`src/hw/rtl/plbt_pkg.sv`:
```
`timescale 1ns / 1ps
`default_nettype none
package plbt_pkg;

  localparam int LEVELS_PER_SIDE = 256;
  localparam int IDX_W = $clog2(LEVELS_PER_SIDE);
  localparam int CNT_W = IDX_W + 1;
  localparam int ADDR_W = IDX_W + 1;
  localparam int PRICE_W = 32;
  localparam int QTY_W = 32;
  localparam int MKT_W = 32;
  localparam int ENTRY_W = PRICE_W + QTY_W;
  localparam int TABLE_DEPTH = 2 * LEVELS_PER_SIDE;

  typedef logic [1:0] status_t;
  localparam status_t ST_APPLIED = 2'd0;
  localparam status_t ST_REJECT  = 2'd1;
  localparam status_t ST_FULL    = 2'd2;

  localparam logic SIDE_BID = 1'b0;
  localparam logic SIDE_ASK = 1'b1;

  typedef struct packed {
    logic    idle;
    logic    rd_en;
    logic    slot_hit;
    logic    slot_new;
    logic    wr_en;
    logic    cnt_clr;
    logic    scan;
    logic    scan_fin;
    logic    stat_we;
    status_t stat;
    logic    out_load;
  } cmd_t;

  typedef struct packed {
    logic accept;
    logic reject;
    logic hit;
    logic more;
    logic pend;
    logic full;
    logic need_scan;
    logic out_free;
  } sts_t;

endpackage
`default_nettype wire

```
`src/hw/rtl/plbt_ctrl.sv`:
```
`timescale 1ns / 1ps
`default_nettype none
module plbt_ctrl (
  input  wire logic           clk,
  input  wire logic           rst,
  input  wire plbt_pkg::sts_t sts,
  output plbt_pkg::cmd_t      cmd
);
  typedef enum logic [4:0] {
    S_IDLE  = 5'b00001,
    S_MATCH = 5'b00010,
    S_WRITE = 5'b00100,
    S_SCAN  = 5'b01000,
    S_DONE  = 5'b10000
  } state_t;

  state_t state, state_next;

  always_ff @(posedge clk) begin
    if (rst) begin
      state <= S_IDLE;
    end else begin
      state <= state_next;
    end
  end

  always_comb begin
    state_next = state;
    cmd = '0;
    cmd.stat = plbt_pkg::ST_APPLIED;
    unique case (state)
      S_IDLE: begin
        cmd.idle = 1'b1;
        if (sts.accept) begin
          state_next = S_MATCH;
        end
      end
      S_MATCH: begin
        priority if (sts.reject) begin
          cmd.stat_we = 1'b1;
          cmd.stat = plbt_pkg::ST_REJECT;
          state_next = S_DONE;
        end else if (sts.hit) begin
          cmd.slot_hit = 1'b1;
          state_next = S_WRITE;
        end else if (sts.more) begin
          cmd.rd_en = 1'b1;
        end else if (sts.pend) begin
          // last read still in flight
        end else if (sts.full) begin
          cmd.stat_we = 1'b1;
          cmd.stat = plbt_pkg::ST_FULL;
          state_next = S_DONE;
        end else begin
          cmd.slot_new = 1'b1;
          state_next = S_WRITE;
        end
      end
      S_WRITE: begin
        cmd.wr_en = 1'b1;
        cmd.stat_we = 1'b1;
        cmd.stat = plbt_pkg::ST_APPLIED;
        if (sts.need_scan) begin
          cmd.cnt_clr = 1'b1;
          state_next = S_SCAN;
        end else begin
          state_next = S_DONE;
        end
      end
      S_SCAN: begin
        cmd.scan = 1'b1;
        if (sts.more) begin
          cmd.rd_en = 1'b1;
        end else if (!sts.pend) begin
          cmd.scan_fin = 1'b1;
          state_next = S_DONE;
        end
      end
      S_DONE: begin
        if (sts.out_free) begin
          cmd.out_load = 1'b1;
          state_next = S_IDLE;
        end
      end
      default: begin
        state_next = S_IDLE;
      end
    endcase
  end
endmodule
`default_nettype wire

```
`config.mk`:
```
export PLATFORM = sky130hd
export DESIGN_NAME = plbt_ctrl
export DESIGN_NICKNAME = d
export VERILOG_FILES = /design/src/hw/rtl/plbt_pkg.sv /design/src/hw/rtl/plbt_ctrl.sv
export SDC_FILE = /design/constraint.sdc
export NUM_CORES = 1
export LEC_CHECK = 0
export BUFFER_PORTS_ARGS = -buffer_cell sky130_fd_sc_hd__buf_2
export CORE_AREA = 2 2 39 41
export CTS_CLUSTER_DIAMETER = 200
export DETAILED_ROUTE_END_ITERATION = 8
export DIE_AREA = 0 0 41 43
export PLACE_DENSITY = 0.55
export SLEW_MARGIN = 20
export SYNTH_ARGS = -nofsm -noshare
export SYNTH_HDL_FRONTEND = slang
export SYNTH_SLANG_ARGS = --single-unit
```
`constraint.sdc`:
```
create_clock -name clk -period 1.7 [get_ports clk]
set_input_delay 0.255 -clock clk [delete_from_list [all_inputs] [get_ports clk]]
set_output_delay 0.255 -clock clk [all_outputs]
set_load 0.01 [all_outputs]
```
### After elaboration in Yosys (flattened, before gate mapping)

Index checks and enable logic that the tools add are counted.

* equal/unequal tests: 11
* multiplexer cells: 35
* reductions and logical operators: 1

Operators with widths (number)
* 5-bit 2-to-1 mux: 10
* 5-bit one-hot mux with 5 select lines: 1
* 3-bit 2-to-1 mux: 6
* 1-bit 2-to-1 mux: 13
* 2-bit != test (second input constant): 4
* 4-bit != test (second input constant): 2
* 2-bit 2-to-1 mux: 3
* 3-bit one-hot mux with 2 select lines: 1
* 6-bit AND reduction: 1
* 5-bit by 1-bit equality test with 1-bit output (second input constant): 1
* 5-bit by 2-bit equality test with 1-bit output (second input constant): 1
* 5-bit by 3-bit equality test with 1-bit output (second input constant): 1
* 5-bit by 4-bit equality test with 1-bit output (second input constant): 1
* 5-bit equality test (second input constant): 1
* 1-bit one-hot mux with 2 select lines: 1

* register bits: 5
* input bits: 10
* word-level logic and storage cells: 48

### Logic depth before layout (Yosys ltp)

* depth in word-level cells: 6
* mapped depth: 5
* depth with buffers taken out: 5

### Worst setup path before layout

OpenSTA, ideal clock, no wires.

* path kind: register -> output
* start: register state[2]
* end: output port cmd[8] (netlist name)
* arrival time: 1314 ps
* data required time: 1445 ps
* setup slack: 131 ps
* stages on the path, launching flop included: 5
* path buffers: 0
* cells stage by stage: dfxtp_1 nor3_4 nand3b_2 nand2b_1 nor4b_1

RTL lines
* start, declared: line plbt_ctrl.sv:17 `state_t state, state_next;`
* start signal, assigned: line plbt_ctrl.sv:23 `state <= state_next;`
* end, declared: line plbt_ctrl.sv:7 `output plbt_pkg::cmd_t cmd`

==> reports/qor.yml <==
worst_clock_skew_ns: 0.0001491
p_per_area_nw_per_um2: 1006
drc_errors: 0
pwr-share-seq_pct: 30.9
synth_warnings: 0
grt_max_degree: 7
hold_path.class: "primary input to flip-flop"
max_freq_ghz: 0.5914
rsz0062_at_grt: "true"
drv_slew: 0
seq_area_frac_synth_pct: 26.14
rr_worst_depth: 6
die_h_microns: 43
power_mw: 0.6367
ys_ff_latch: 5
ios: 22
cts_buffers: 3
dpl.hpwl_microns: 853
clock_latency_ns: 0.23
cp-end-kind: "output port"
ant_nets: 0
avgSynthCellArea_sq_um: 7.224
cp_cell_sequence: "nor3_4, nand3b_4, nand2b_4, nor4b_4, buf_2"
portBuffers: 21
synth_most_common_cell: "nor2_1"
stdcell_area_sq_um: 633.1
yosysUniqueCellTypes: 23
min_path_cells: 2
synthFlopType: "dfxtp_1"
clk_pin_slew_worst_paths_ns: 0.04
crit_type: "flip-flop to output port"
gr-total-overflow: 0
reg2reg_from: "state[0]"
cp_slowest_stage_delay_ns: 0.35
irDropWorstVdd_mv: 0.5022
critPathLaunchType: "flip-flop"
slew_headroom_pct: 79.91
final_cell_count_no_fill: 102
min_from: "rst"
fin_tns_setup_ns: 0
hold-path-endpoint: "state[4]"
p_leak_nw: 0.3388
pwr-share-clk_pct: 20.8
synth_edf_count: 0
start_util_pct: 27.67
drt_iter0_drc: 4
drv_cap: 0
wl_per_cell_microns: 11.06
vias_per_cell: 4.961
synthCells: 53
num_vias: 506
postRouteWirelength_mm: 1.128
finalSetupViolations: 0
cp.arrival_ns: 1.44
grt_pass1_wl_mm: 1.807
ys_top_cells_by_area: "dfxtp_1 26%, nor2_1 8.8%, inv_1 6.9%"
netlist_top_cells_count: "9 x nor2_1, 7 x inv_1, 5 x dfxtp_1"
placedInstanceArea_sq_um: 523.0
dieArea_sq_um: 1763
crit_path_max_fanout: 4
synth_largest_area_cell: "dfxtp_1"
gp_congestion: 0.7771
h-tree-depth: 1
power_switching_mw: 0.2350
largest_register_ffs: 5
fin_crit_ns: 1.691
fp.dieW_microns: 41
finalHoldViolations: 0
rr_endpoint: "state[4]"
top_regs: "state x5"
cts_root_buf: "clkbuf_4"
synth_area_sq_um: 382.9
internal_power_mw: 0.4017
status: "complete, no violations"
syn_to_final_growth_pct: 65.36
post_route_cells_drive_above_1_share_pct: 47.67
antenna_found_initial: 0
finalCritPeriodShare_pct: 99.47
core_sq_um: 1384
ff2ff_setup_slack_ns: 0.13
critPathSlowestCell: "dfxtp_4"
largest_register: "state"
synth_top_area_share_pct: 26.14
async_reset_ff_share_pct: 0
nets: 97
drt-pass1-iter-count: 4
rows: 14
clock_sinks: 5
grt_usage_pct: 14.47
cts_buffer_depth: 2
comb_power_share_pct: 48.3
p_sw_share_pct: 36.91
grt_pass1_vias: 471
antenna_cells: 0
placedCellCount: 92
cts_tree: "yes"
synth_nets: 63
crit_required_ns: 1.44
finish.utilization_pct: 45.75
max_slew.worst_pin.slew_ns: 0.2971
[layer usage]
layer | share of wire, % | global-route usage [%] | routed length, microns
met5 | 0 | 0 | 0
met4 | 0 | 6.667 | 0
met3 | 1.6 | 1.571 | 18
met2 | 53 | 23.44 | 594
met1 | 46 | 18.06 | 515
[metrics by stage]
step,hold slack [ns],setup WS [ns]
global placement,0.5155,0.1128
CTS,0.2480,-0.01064
global route,0.2639,-0.07053
floorplan,0.3241,0.1306
finish,0.2561,0.008998
detailed placement,0.5076,0.08430
[layout by cell type, fill, tap and decap left out]
cell type	count
buf_4	8
nor4b_4	1
clkbuf_4	3
or3_1	1
inv_1	7
nor2b_1	1
and4_1	1
or2_1	1
nand2b_4	1
nand4_1	1
a21oi_1	4
a21boi_1	1
dfxtp_2	3
dfxtp_1	1
nor2_1	9
nand2_1	3
nor4_1	2
nand3b_1	3
nor3_4	1
nand3b_4	1
dfxtp_4	1
nor3_1	1
clkbuf_1	1
buf_2	21
nor4b_1	1
nand4b_1	1
o21ai_1	4
nor3_2	1
o221a_1	1
a31o_1	1
[how the worst max path moves through the flow]
stage          startpoint       end  slack [ns]  cells after the start
2_1_floorplan    state[2]    cmd[8]        0.13                      4
3_3_place_gp     state[1]  state[1]        0.11                      5
3_5_place_dp     state[2]    cmd[8]        0.08                      5
4_1_cts          state[4]    cmd[8]       -0.01                      5
5_1_grt          state[3]    cmd[8]       -0.07                      5
6_report         state[3]    cmd[8]       0.009                      5
[kinds of logic (layout without fill, tap and decap cells)]
logic type | Yosys count | after routing | share of synthesized area (%)
buf+inv | 7 | 40 | 6.864
simple gates | 30 | 30 | 49.35
flops | 5 | 5 | 26.14
compound gates | 11 | 11 | 17.65
[repair_timing]
action | CTS | global route
pin swaps | 1 | 5
hold buffers | 0 | 0
setup buffers | 2 | 4
endpoints found under the setup margin | 1 | 9
resized for setup | 5 | 4
[cell type report]
type / count / area, sq um
tap: 16 / 20.02
fill: 146 / 750.7
sequential: 5 / 107.6
multi-input combinational: 41 / 287.8
inverter: 7 / 26.28
clock buffer: 4 / 26.28
timing repair buffer: 29 / 165.2
[critical path: cells and delay by family (launching register included)]
kind,cells,cell delay [ns]
AND/OR/NAND/NOR,4,0.70
flip-flops,1,0.35
buffers and inverters,1,0.16
[power by group through the flow]
| stage | Sequential, mW | Clock, mW | Combinational, mW |
|---|---|---|---|
| after global routing | 0.201 | 0.141 | 0.340 |
| after floorplan | 0.175 | 0 | 0.163 |
| after global placement | 0.186 | 0 | 0.261 |
| after detailed placement | 0.187 | 0 | 0.256 |
| after CTS | 0.189 | 0.138 | 0.283 |
| final | 0.197 | 0.133 | 0.307 |
Power figures use the tool's default switching activity.
